**src/rtl/core/htfd_pkg.sv**
```systemverilog
// Shared constants for the humidity/temperature frame decoder.
// Depends on nothing; imported by every module of the block.
`default_nettype none

package htfd_pkg;

	localparam int unsigned BYTE_W  = 8;
	localparam int unsigned RAW_W   = 16;
	localparam int unsigned GAIN_W  = 18;
	localparam int unsigned VALUE_W = 18;
	localparam int unsigned FRAC_W  = 16;

	localparam logic [BYTE_W-1:0] CRC_POLY = 8'h31;
	localparam logic [BYTE_W-1:0] CRC_MSB  = 8'h80;
	localparam logic [RAW_W-1:0]  RAW_MASK = 16'hFFFC;

	// Scaled constants: gain x1000 (per 65536 raw LSBs), offset x1000 << FRAC_W.
	localparam logic [GAIN_W-1:0] T_GAIN    = 18'd175720;
	localparam logic [GAIN_W-1:0] RH_GAIN   = 18'd125000;
	localparam logic [31:0]       T_OFFSET  = 32'd46850 << FRAC_W;
	localparam logic [31:0]       RH_OFFSET = 32'd6000 << FRAC_W;

	typedef enum logic {
		KIND_TEMP  = 1'b0,
		KIND_HUMID = 1'b1
	} kind_t;

	typedef enum logic {
		ST_OK      = 1'b0,
		ST_CRC_ERR = 1'b1
	} status_t;

endpackage

`default_nettype wire

```
**src/rtl/core/htfd_crc_step.sv**
```systemverilog
// One byte of CRC-8 (polynomial 0x31, MSB first, no final xor).
// Depends on htfd_pkg for the polynomial and byte width.
`default_nettype none

module htfd_crc_step (
	input  wire logic [htfd_pkg::BYTE_W-1:0] crc_in,
	input  wire logic [htfd_pkg::BYTE_W-1:0] data,
	output logic      [htfd_pkg::BYTE_W-1:0] crc_out
);
	import htfd_pkg::*;

	always_comb begin
		logic [BYTE_W-1:0] c;
		c = crc_in ^ data;
		for (int i = 0; i < BYTE_W; i++) begin
			if ((c & CRC_MSB) != '0) begin
				c = {c[BYTE_W-2:0], 1'b0} ^ CRC_POLY;
			end else begin
				c = {c[BYTE_W-2:0], 1'b0};
			end
		end
		crc_out = c;
	end

endmodule

`default_nettype wire

```
**src/rtl/core/htfd_convert.sv**
```systemverilog
// Raw word to milli-units: one constant multiply, offset subtract and
// truncating divide by 65536. Depends on htfd_pkg.
`default_nettype none

module htfd_convert (
	input  wire logic                              kind,
	input  wire logic [htfd_pkg::RAW_W-1:0]        raw,
	output logic signed [htfd_pkg::VALUE_W-1:0]    value
);
	import htfd_pkg::*;

	localparam int unsigned PROD_W = RAW_W + GAIN_W;
	localparam int unsigned NUM_W  = PROD_W + 2;

	logic [GAIN_W-1:0]       gain;
	logic [31:0]             offset;
	logic [PROD_W-1:0]       prod;
	logic signed [NUM_W-1:0] num;
	logic signed [NUM_W-FRAC_W-1:0] quot;
	logic                    round_up;

	assign gain   = (kind == KIND_HUMID) ? RH_GAIN : T_GAIN;
	assign offset = (kind == KIND_HUMID) ? RH_OFFSET : T_OFFSET;
	assign prod   = PROD_W'(raw) * PROD_W'(gain);
	assign num    = $signed({2'b00, prod}) - $signed(NUM_W'(offset));

	// Arithmetic shift floors; bump negatives with a remainder toward zero.
	assign quot     = num[NUM_W-1:FRAC_W];
	assign round_up = num[NUM_W-1] && (num[FRAC_W-1:0] != '0);
	assign value    = VALUE_W'(quot + (NUM_W-FRAC_W)'(round_up));

endmodule

`default_nettype wire

```
**src/rtl/core/humidity_temp_frame_decode.sv**
```systemverilog
// Top level of the humidity/temperature frame decoder: input register,
// CRC check and conversion, result register. Depends on htfd_pkg,
// htfd_crc_step and htfd_convert.
//
//  channel | signals                                      | direction
//  --------+----------------------------------------------+----------
//  in      | in_valid, in_ready, req_type, data_msb,      | to block
//          | data_lsb, check_byte                         |
//  out     | out_valid, out_ready, status, measured_value | from block
//
// One frame is accepted per cycle while in_ready is high; a result is presented
// on out after it passes the input register, then the result register.
// Both CRC byte steps and the conversion multiply sit between the two
// registers.
// Reset empties both stages. An out stall holds the result register and,
// once full, the input register; in_ready is high while either has room.
`default_nettype none

module humidity_temp_frame_decode (
	input  wire logic                             clk,
	input  wire logic                             arst_n,
	input  wire logic                             in_valid,
	output logic                                  in_ready,
	input  wire logic                             req_type,
	input  wire logic [htfd_pkg::BYTE_W-1:0]      data_msb,
	input  wire logic [htfd_pkg::BYTE_W-1:0]      data_lsb,
	input  wire logic [htfd_pkg::BYTE_W-1:0]      check_byte,
	output logic                                  out_valid,
	input  wire logic                             out_ready,
	output logic                                  status,
	output logic signed [htfd_pkg::VALUE_W-1:0]   measured_value
);
	import htfd_pkg::*;

	logic               valid_s1, valid_s2;
	logic               kind_s1;
	logic [BYTE_W-1:0]  msb_s1, lsb_s1, chk_s1;
	logic [BYTE_W-1:0]  crc_hi, crc_full;
	logic               status_s2;
	logic signed [VALUE_W-1:0] value_s2;
	logic signed [VALUE_W-1:0] value;
	logic               adv_s2, adv_s1;
	logic               crc_bad;

	htfd_crc_step u_crc_hi (
		.crc_in  ('0),
		.data    (msb_s1),
		.crc_out (crc_hi)
	);

	htfd_crc_step u_crc_lo (
		.crc_in  (crc_hi),
		.data    (lsb_s1),
		.crc_out (crc_full)
	);

	htfd_convert u_convert (
		.kind  (kind_s1),
		.raw   ({msb_s1, lsb_s1} & RAW_MASK),
		.value (value)
	);

	assign crc_bad = (crc_full != chk_s1);

	assign adv_s2   = !valid_s2 || out_ready;
	assign adv_s1   = !valid_s1 || adv_s2;
	assign in_ready = adv_s1;

	always_ff @(posedge clk or negedge arst_n) begin
		if (!arst_n) begin
			valid_s1 <= 1'b0;
			valid_s2 <= 1'b0;
		end else begin
			if (adv_s1) begin
				valid_s1 <= in_valid;
			end
			if (adv_s2) begin
				valid_s2 <= valid_s1;
			end
		end
	end

	always_ff @(posedge clk) begin
		if (adv_s1 && in_valid) begin
			kind_s1   <= req_type;
			msb_s1    <= data_msb;
			lsb_s1    <= data_lsb;
			chk_s1    <= check_byte;
		end
		if (adv_s2 && valid_s1) begin
			// Drop the value on a CRC mismatch.
			status_s2 <= crc_bad ? ST_CRC_ERR : ST_OK;
			value_s2  <= crc_bad ? '0 : value;
		end
	end

	assign out_valid      = valid_s2;
	assign status         = status_s2;
	assign measured_value = value_s2;

	a_s1_moves: assert property (@(posedge clk) disable iff (!arst_n)
		valid_s1 && adv_s2 |=> valid_s2)
		else $error("stage 1 item not passed to result register");

	a_s1_holds: assert property (@(posedge clk) disable iff (!arst_n)
		valid_s1 && valid_s2 && !out_ready |=> valid_s1)
		else $error("stage 1 item lost during output stall");

	a_err_zero: assert property (@(posedge clk) disable iff (!arst_n)
		valid_s2 && status_s2 == ST_CRC_ERR |-> value_s2 == '0)
		else $error("CRC error result carries a non-zero value");

	a_ready_empty: assert property (@(posedge clk) disable iff (!arst_n)
		!valid_s2 |-> in_ready)
		else $error("input stalled while result register is empty");

endmodule

`default_nettype wire
```
**config.mk**
```make
export PLATFORM = sky130hd
export DESIGN_NAME = humidity_temp_frame_decode
export DESIGN_NICKNAME = d
export VERILOG_FILES = /design/src/rtl/core/htfd_pkg.sv /design/src/rtl/core/htfd_crc_step.sv /design/src/rtl/core/htfd_convert.sv /design/src/rtl/core/humidity_temp_frame_decode.sv
export SDC_FILE = /design/constraint.sdc
export NUM_CORES = 1
export LEC_CHECK = 0
export ABC_CLOCK_PERIOD_IN_PS = 25300
export BUFFER_PORTS_ARGS = -buffer_cell sky130_fd_sc_hd__clkbuf_2
export CORE_MARGIN = 4
export CORE_UTILIZATION = 45
export DETAILED_ROUTE_END_ITERATION = 7
export SYNTH_ARGS = -nofsm -noshare
export SYNTH_HDL_FRONTEND = slang
export SYNTH_SLANG_ARGS = --single-unit
export TNS_END_PERCENT = 1
```
**constraint.sdc**
```tcl
create_clock -name clk -period 25.3 [get_ports clk]
set_input_delay 3.795 -clock clk [delete_from_list [all_inputs] [get_ports clk]]
set_output_delay 3.795 -clock clk [all_outputs]
set_load 0.1 [all_outputs]
```
# [After elaboration in Yosys (flattened, before gate mapping)]
# Index checks and enable logic that the tools add are counted.
[classes] n_addsub=2 mul=1 eq_ne=1 n_mux=19 n_bitwise=17 reduce_logical=8
[op_table] cell="6-bit 2-to-1 mux" count=16
[op_table] cell="3-bit NOT" count=16
[op_table] cell="34-bit by 32-bit subtractor with 35-bit output" count=1
[op_table] cell="14-bit by 18-bit multiplier with 32-bit output" count=1
[op_table] cell="32-bit 2-to-1 mux" count=1
[op_table] cell="18-bit by 2-bit adder with 18-bit output" count=1
[op_table] cell="18-bit 2-to-1 mux" count=1
[op_table] cell="16-bit nonzero test" count=1
[op_table] cell="8-bit != test" count=1
[op_table] cell="8-bit bitwise XOR" count=1
[op_table] cell="1-bit logical AND" count=3
[op_table] cell="1-bit logical NOT" count=2
[op_table] cell="1-bit logical OR" count=2
[op_table] cell="1-bit 2-to-1 mux" count=1
[totals] register_bits=46 input_bits=29 output_inout_bits=21 elab_cells=56

# [Logic depth before layout (Yosys ltp)]
# Gate-level depths: netlist (run 1).
[logic_depth] depth_word=35 ltp_mapped=38 mapped_depth_nobuf=35

# [Cells and area by module]
# Synthesis (run 1) repeated with hierarchy kept, for this count alone.
[hier_totals] cells_unflattened=943 area_unflattened_um2=9392.8
[modules_own_cells] module="htfd_convert" n_inst=1 cells_each=799 area_per_inst_um2=7165.6 seq_area_each_um2=0.0
[modules_own_cells] module="humidity_temp_frame_decode" n_inst=1 cells_each=102 area_per_inst_um2=1756.7 seq_area_each_um2=1371.3
[modules_own_cells] module="htfd_crc_step" n_inst=2 cells_each=21 area_per_inst_um2=235.2 seq_area_each_um2=0.0

# [Worst setup path before layout (run 1)]
# Ideal clock, no wire load.
[synth_timing] kind="flip-flop to flip-flop" start="register kind_s1" end="register value_s2[17], in the netlist measured_value[17] (data pin)" t_arrival_ns=9.529 setup_slack_ns=15.615 path_stages_with_launch=38 period_less_slack_ns=9.685 path_cell_list="edfxtp_1 clkinv_1 nand2_1 inv_1 fa_1 inv_1 fa_1 inv_1 fa_1 fa_1 fa_1 inv_1 fa_1 inv_1 ha_1 clkbuf_8 nand4_2 or4_1 [... 2 more ...] o21ai_0 xor2_1 ha_1 buf_6 a21o_1 nand2_1 nand3b_1 o211ai_1 o21ai_0 a221o_2 nor4_1 ha_1 nor3b_1 o311ai_2 or3_4 or4b_4 or4_1 a21oi_1"
[synth_between] elab_chain_cells=6 elab_cells_between_ends=7 cone_classes="add/sub (2); mul (1); mux (2); reduce/logical (2)"
[synth_rtl] item="from (decl)" line="humidity_temp_frame_decode.sv:36" source="logic kind_s1;"
[synth_rtl] item="from (signal assigned)" line="humidity_temp_frame_decode.sv:85" source="kind_s1 <= req_type;"
[synth_rtl] item="18-bit 2-to-1 mux" line="htfd_convert.sv:22" source="assign gain = (kind == KIND_HUMID) ? RH_GAIN : T_GAIN;"
[synth_rtl] item="14-bit by 18-bit multiplier with 32-bit output" line="htfd_convert.sv:24" source="assign prod = PROD_W'(raw) * PROD_W'(gain);"
[synth_rtl] item="34-bit by 32-bit subtractor with 35-bit output *" line="htfd_convert.sv:25" source="assign num = $signed({2'b00, prod}) - $signed(NUM_W'(offset));"
[synth_rtl] item="16-bit nonzero test" line="htfd_convert.sv:29" source="assign round_up = num[NUM_W-1] && (num[FRAC_W-1:0] != '0);"
[synth_rtl] item="1-bit logical AND" line="htfd_convert.sv:29"
[synth_rtl] item="18-bit by 2-bit adder with 18-bit output *" line="htfd_convert.sv:30" source="assign value = VALUE_W'(quot + (NUM_W-FRAC_W)'(round_up));"
[synth_rtl] item="to (signal assigned)" line="humidity_temp_frame_decode.sv:93" source="value_s2 <= crc_bad ? '0 : value;"
[synth_rtl] item="to (decl)" line="humidity_temp_frame_decode.sv:40" source="logic signed [VALUE_W-1:0] value_s2;"
# Every way passes the cells marked *; elsewhere a longest branch is shown, timed or not.
# A chain may end at the register's enable or synchronous reset.

# [Worst setup path in the final report (run 1)]
# Same ends and word-level chain as after synthesis.

==> results by group, run 1 <==
Status
  – Status: finished clean

CTS
  – Clk_lat worst skew: 0.30 ns
  – Num Clock Sinks: 46
  – TritonCTS clock tree: done
  – Clock slew at reported path FFs: approximately 0.070 ns
  – Postcts setup bufs: 0
  – H-Tree Depth: 2
  – CTS resizes: 0
  – CTS root buf: clkbuf_16
  – # hold bufs at CTS: 0
  – Clock Tree Buf Depth: 2
  – Total CTS buffers: 5

Die
  – Core Area: approximately 18000 sq um
  – Die Width: about 140 microns
  – # rows: 49
  – I/O pins: 50
  – Starting Density: between 40% and 50%
  – Die area: ~21000 sq um
  – Die height: approximately 140 microns

Critical path
  – CP max FO: 25
  – CP max-delay cell: fa_1
  – CP Class: reg2reg
  – Reg2reg path depth: 36
  – CP Capture Type: flip-flop
  – Crit start category: flip-flop
  – Crit path arrival time: roughly 11 ns
  – Most frequent CP cell: fa_1
  – CP Data Required Time: ~25 ns
  – Max incr delay on CP: 0.55 ns

Timing
  – Hold Fails Final Rpt: 0
  – Final Skew: 0.00376 ns
  – Fin worst setup slack: ~14 ns
  – RSZ-0062 raised after global routing: no
  – Setup TNS: 0 ns
  – Tcrit/Tclk final: 44.1%
  – Least-Margin Pin Slew: between 1 and 1.5 ns
  – Max Slew Vio Count: 0
  – Final worst path period need: around 11 ns
  – Final setup violation count: 0
  – Relative slew margins: 24.5%
  – Achievable Freq: approximately 90 MHz

Global route
  – Total track usage: 19.2%
  – Vias in the first global route: 6426
  – Largest net degree at the start of global routing: 26
  – Grt ovf: 0
  – Initial antenna violation count: 0
  – Global-route wire length before repair: between 30000 and 40000 microns

Detailed routing
  – Drt wl/cell: about 16 microns
  – Initial DRC count: between 200 and 250
  – First-pass detailed-route iteration total: 4
  – DR vias/cell: around 5.3
  – Remaining DRCs: 0
  – DR vias: between 6000 and 7000
  – Detail Route Antenna Nets: 0
  – Total Wirelength: between 15000 and 20000 microns

Place
  – Post-placement setup slack: 14.09 ns
  – Port bufs: between 40 and 50
  – DP Cell Count: about 1100
  – Gpl congestion: ~0.93
  – DP HPWL: 15600 microns

Worst hold path
  – Min-delay worst type: reg2reg
  – WHS Path Cells: 1

Synth
  – Synthesized area: 8410 sq um
  – Largest family of logic cells by synthesized area: adder cells
  – Count of different cell masters after synthesis: 80
  – Sequential fraction of the synthesis area: roughly 16%
  – Synth Area in Simple Gates: about an eighth
  – Number of flops mapped to enable cells by yosys: 44
  – Yosys warning count: 0
  – Synth Flop Type: edfxtp_1
  – Post-synthesis adder-cell area fraction: a little over two fifths
  – Xor/xnor cell area share of the yosys netlist: 8.73%
  – Multiplexer share of the synthesized area: less than 1%
  – #FFs+latches synth: 46
  – Compound-cell area share of the yosys netlist: between 10% and 20%
  – Post-Syn Instances: ~870
  – Syn Area/Cell: around 9.7 sq um
  – Asr flop ratio synth: roughly 4.3%

Cells and area
  – Commonest cells after routing, fill and taps aside: inv_1, ha_1, fa_1
  – Most common cell after layout, fill and taps aside: inv_1
  – Non-Filler Instances: ~1100
  – P&R area growth vs syn: 7.15%
  – Total Nets Final: 1161
  – Proportion of layout cells with a drive suffix above 1: a little over a tenth
  – ANT cells: 0

Flow run
  – Max_cap viols: 0
## registers in the layout, summed over array words and instances, names as in the netlist
name	count
chk_s1	8
kind_s1	1
lsb_s1	8
measured_value	18
msb_s1	8
out_valid	1
status	1
valid_s1	1
## layout make-up
class	count	area (sq um)
flip-flops and latches	46	1370
well taps	229	287
clock buffers	6	129
fillers	1713	9130
multi-input cells	656	6380
repair buffers	51	260
clock inverters	2	37.5
inverters	147	552
## path summary, 6_finish.rpt
path                           from                 end  slack [ns]
max                         kind_s1  measured_value[17]       14.14
min                        valid_s1           out_valid        0.50
max reg2reg                 kind_s1  measured_value[17]       14.14
min reg2reg                valid_s1           out_valid        0.50
max in group asynchronous    arst_n            valid_s1       21.94
min in group asynchronous    arst_n           out_valid        3.27
## logic make-up (layout without fill, tap and decap cells)
group	after synthesis	after routing
fa+ha+maj	225	225
simple gates	208	208
buf+inv	165	206
compound gates	135	135
xor+xnor	83	83
flops	46	46
other cells	2	4
mux	1	1
## cells in the mapped netlist (6+ instances only)
cell | instances | area, sq um
inv_1 | 146 | 548
ha_1 | 127 | 1590
fa_1 | 98 | 1960
xnor2_1 | 56 | 490
nand2_1 | 52 | 195
nor2_1 | 49 | 184
edfxtp_1 | 44 | 1320
a21oi_1 | 40 | 200
xor2_1 | 26 | 228
o21ai_0 | 21 | 105
and2_1 | 15 | 93.8
nor3_1 | 13 | 65.1
nand3_1 | 12 | 60.1
clkbuf_1 | 10 | 37.5
nor2b_1 | 9 | 56.3
a211oi_1 | 7 | 52.6
a21o_1 | 7 | 52.6
o31ai_1 | 7 | 52.6
or2_2 | 7 | 43.8
a31oi_1 | 6 | 37.5
or3_1 | 6 | 37.5
## worst max-delay path, delay by kind of cell, from the launching register on
kind,cells,cell delay [ns]
buf+inv,7,1.10
flops,1,0.32
compound gates,7,1.69
fa+ha+maj,9,4.18
xor+xnor,1,0.19
simple gates,12,3.50
## layer usage
layer	global-route usage, %	wire length, microns	up-vias
li1	-	-	3003
met1	26.3	8850	2919
met2	33.3	9030	80
met3	2.50	490	10
met4	2.95	153	0
met5	0	0	-
## metrics by stage
stage,utilization (%),hold WS (ns),cell area [sq um]
2_1_floorplan,-,0.449,8420
3_3_place_gp,48.8,0.477,8850
3_5_place_dp,48.8,0.493,8850
4_1_cts,49.7,0.511,9010
5_1_grt,49.7,0.545,9010
6_report,49.7,0.499,9010
Power of run 1 is not shown: default switching activity piles up to over one toggle a cycle in this logic, so the estimate is an artifact.
==> run 2: changes to the inputs <==
--- a/config.mk
+++ b/config.mk
@@ -5,7 +5,7 @@
 export SDC_FILE = /design/constraint.sdc
 export NUM_CORES = 1
 export LEC_CHECK = 0
-export ABC_CLOCK_PERIOD_IN_PS = 25300
+export ABC_CLOCK_PERIOD_IN_PS = 9450
 export BUFFER_PORTS_ARGS = -buffer_cell sky130_fd_sc_hd__clkbuf_2
 export CORE_MARGIN = 4
 export CORE_UTILIZATION = 45
==> constraint.sdc (replaced) <==
create_clock -name clk -period 9.45 [get_ports clk]
set_input_delay 1.4175 -clock clk [delete_from_list [all_inputs] [get_ports clk]]
set_output_delay 1.4175 -clock clk [all_outputs]
set_load 0.1 [all_outputs]
==> results by group, run 2 (synthesis gave the netlist of run 1 again) <==
Status
  – Status: finished clean

Timing
  – Max Slew Vio Count: 0
  – Setup TNS: 0 ns
  – Hold Fails Final Rpt: 0
  – Relative slew margins: between 20% and 30%
  – Final Skew: just over 0.009 ns
  – Least-Margin Pin Slew: roughly 1.1 ns
  – Fin Hold WS: ~0.49 ns
  – Final worst path period need: slightly above 9 ns
  – Fin worst setup slack: between 0.2 and 0.3 ns
  – Tcrit/Tclk final: a little over nine tenths
  – Final setup violation count: 0
  – Achievable Freq: about 110 MHz

Place
  – Gpl congestion: 0.871
  – Post-placement setup slack: between 0.02 and 0.025 ns
  – Dpl cell area: approximately 9300 sq um
  – Port bufs: 49
  – DP HPWL: between 15000 and 20000 microns

Critical path
  – Crit start category: flip-flop
  – CP max FO: 7
  – Most frequent CP cell: fa_1
  – Top Family by Delay on Critical Path: adder cells
  – CP Data Required Time: 9.59 ns
  – CP Capture Type: flip-flop
  – Max incr delay on CP: between 0.5 and 0.6 ns
  – CP max-delay cell: fa_1
  – Worst r2r src: lsb_s1[5]
  – WP buf/inv: 7
  – CP Launch Point: lsb_s1[5]
  – Crit path arrival time: between 9 and 10 ns
  – CP Class: reg2reg

Cells and area
  – P&R area growth vs syn: 15.9%
  – Most common cell after layout, fill and taps aside: inv_1
  – Storage element area: approximately 1400 sq um
  – Proportion of layout cells with a drive suffix above 1: about a fifth
  – ANT cells: 0
  – Fillers: between 1500 and 2000
  – Number of flip-flops in the largest register: 18
  – Total Nets Final: roughly 1200
  – Commonest cells after routing, fill and taps aside: inv_1, ha_1, fa_1
  – Post-route design area: 9750 sq um
  – Footprint of the multi-input gates: between 6000 and 7000 sq um

Detailed routing
  – Drt wl/cell: 16.4 microns
  – Total Wirelength: 19900 microns
  – First-pass detailed-route iteration total: 5
  – Remaining DRCs: 0
  – DR vias/cell: 5.21
  – DR vias: 6315
  – Initial DRC count: 225
  – Detail Route Antenna Nets: 0

Global route
  – Initial antenna violation count: 1
  – Largest net degree at the start of global routing: 26
  – Grt ovf: 0
  – Total track usage: between 15 and 20%
  – Global-route wire length before repair: around 33000 microns
  – Vias in the first global route: ~6600

Die
  – # rows: 49
  – Starting Density: 46.4%
  – Die area: 20900 sq um
  – Die Width: 145 microns
  – Die height: 145 microns
  – I/O pins: 50
  – Core Area: ~18000 sq um

Flow run
  – Max_cap viols: 0

CTS
  – Clk_lat worst skew: around 0.3 ns
  – Num Clock Sinks: 46
  – H-Tree Depth: 2
  – Total CTS buffers: 5
  – TritonCTS clock tree: done
  – Clock slew at reported path FFs: around 0.070 ns
  – CTS root buf: clkbuf_16
  – Clock Tree Buf Depth: 2

Worst hold path
  – Min-delay worst type: reg2reg
  – HP Start: valid_s1
-- run 2: worst paths after layout --
path	slack (ns)	to	cells after the start
min in group asynchronous	0.89	valid_s1	1
min reg2reg	0.49	out_valid	1
max reg2reg	0.27	measured_value[17]	37
min	0.49	out_valid	1
max in group asynchronous	8.46	out_valid	1
max	0.27	measured_value[17]	37
-- run 2: cell type report --
class / instances / share of cell area (%)
repair buffers: 125 / 8.49
inverters: 147 / 5.67
well taps: 229 / 2.94
clock buffers: 7 / 1.36
clock inverters: 1 / 0.308
multi-input cells: 656 / 67.2
flip-flops and latches: 46 / 14.1
-- run 2: worst register-to-register path, delay by kind of cell, from the launching register on --
| family | cells | cell delay (ns) |
|---|---|---|
| AOI/OAI and AO/OA | 10 | 1.78 |
| xor gates and xnor gates | 2 | 0.35 |
| adders and majority gates | 9 | 3.48 |
| buffers and inverters | 7 | 0.67 |
| DFF | 1 | 0.45 |
| and+or+nand+nor | 9 | 2.30 |
-- run 2: routing by layer --
| metal | track usage [%] | routed length, microns | vias to the layer above |
|---|---|---|---|
| met4 | 5.35 | 427 | 2 |
| met1 | 27.4 | 9210 | 3043 |
| li1 | - | - | 3148 |
| met2 | 33.4 | 9680 | 96 |
| met5 | 0 | 13 | - |
| met3 | 2.86 | 523 | 26 |
-- run 2: what timing repair did --
| action | in CTS | in global routing |
|---|---|---|
| cloned | 0 | 0 |
| pin swaps | 0 | 21 |
| setup buffers | 0 | 15 |
| hold buffers | 0 | 0 |
| gates resized for setup | 1 | 38 |
| endpoints found under the setup margin | 1 | 4 |
-- run 2: stage by stage --
stage	cells	util, %
final	1211	53.7
after global routing	1211	53.7
after CTS	1196	52.2
after detailed placement	1188	51.2
after global placement	1188	51.2
after floorplan	867	-
Power of run 2 is left out for the same reason.
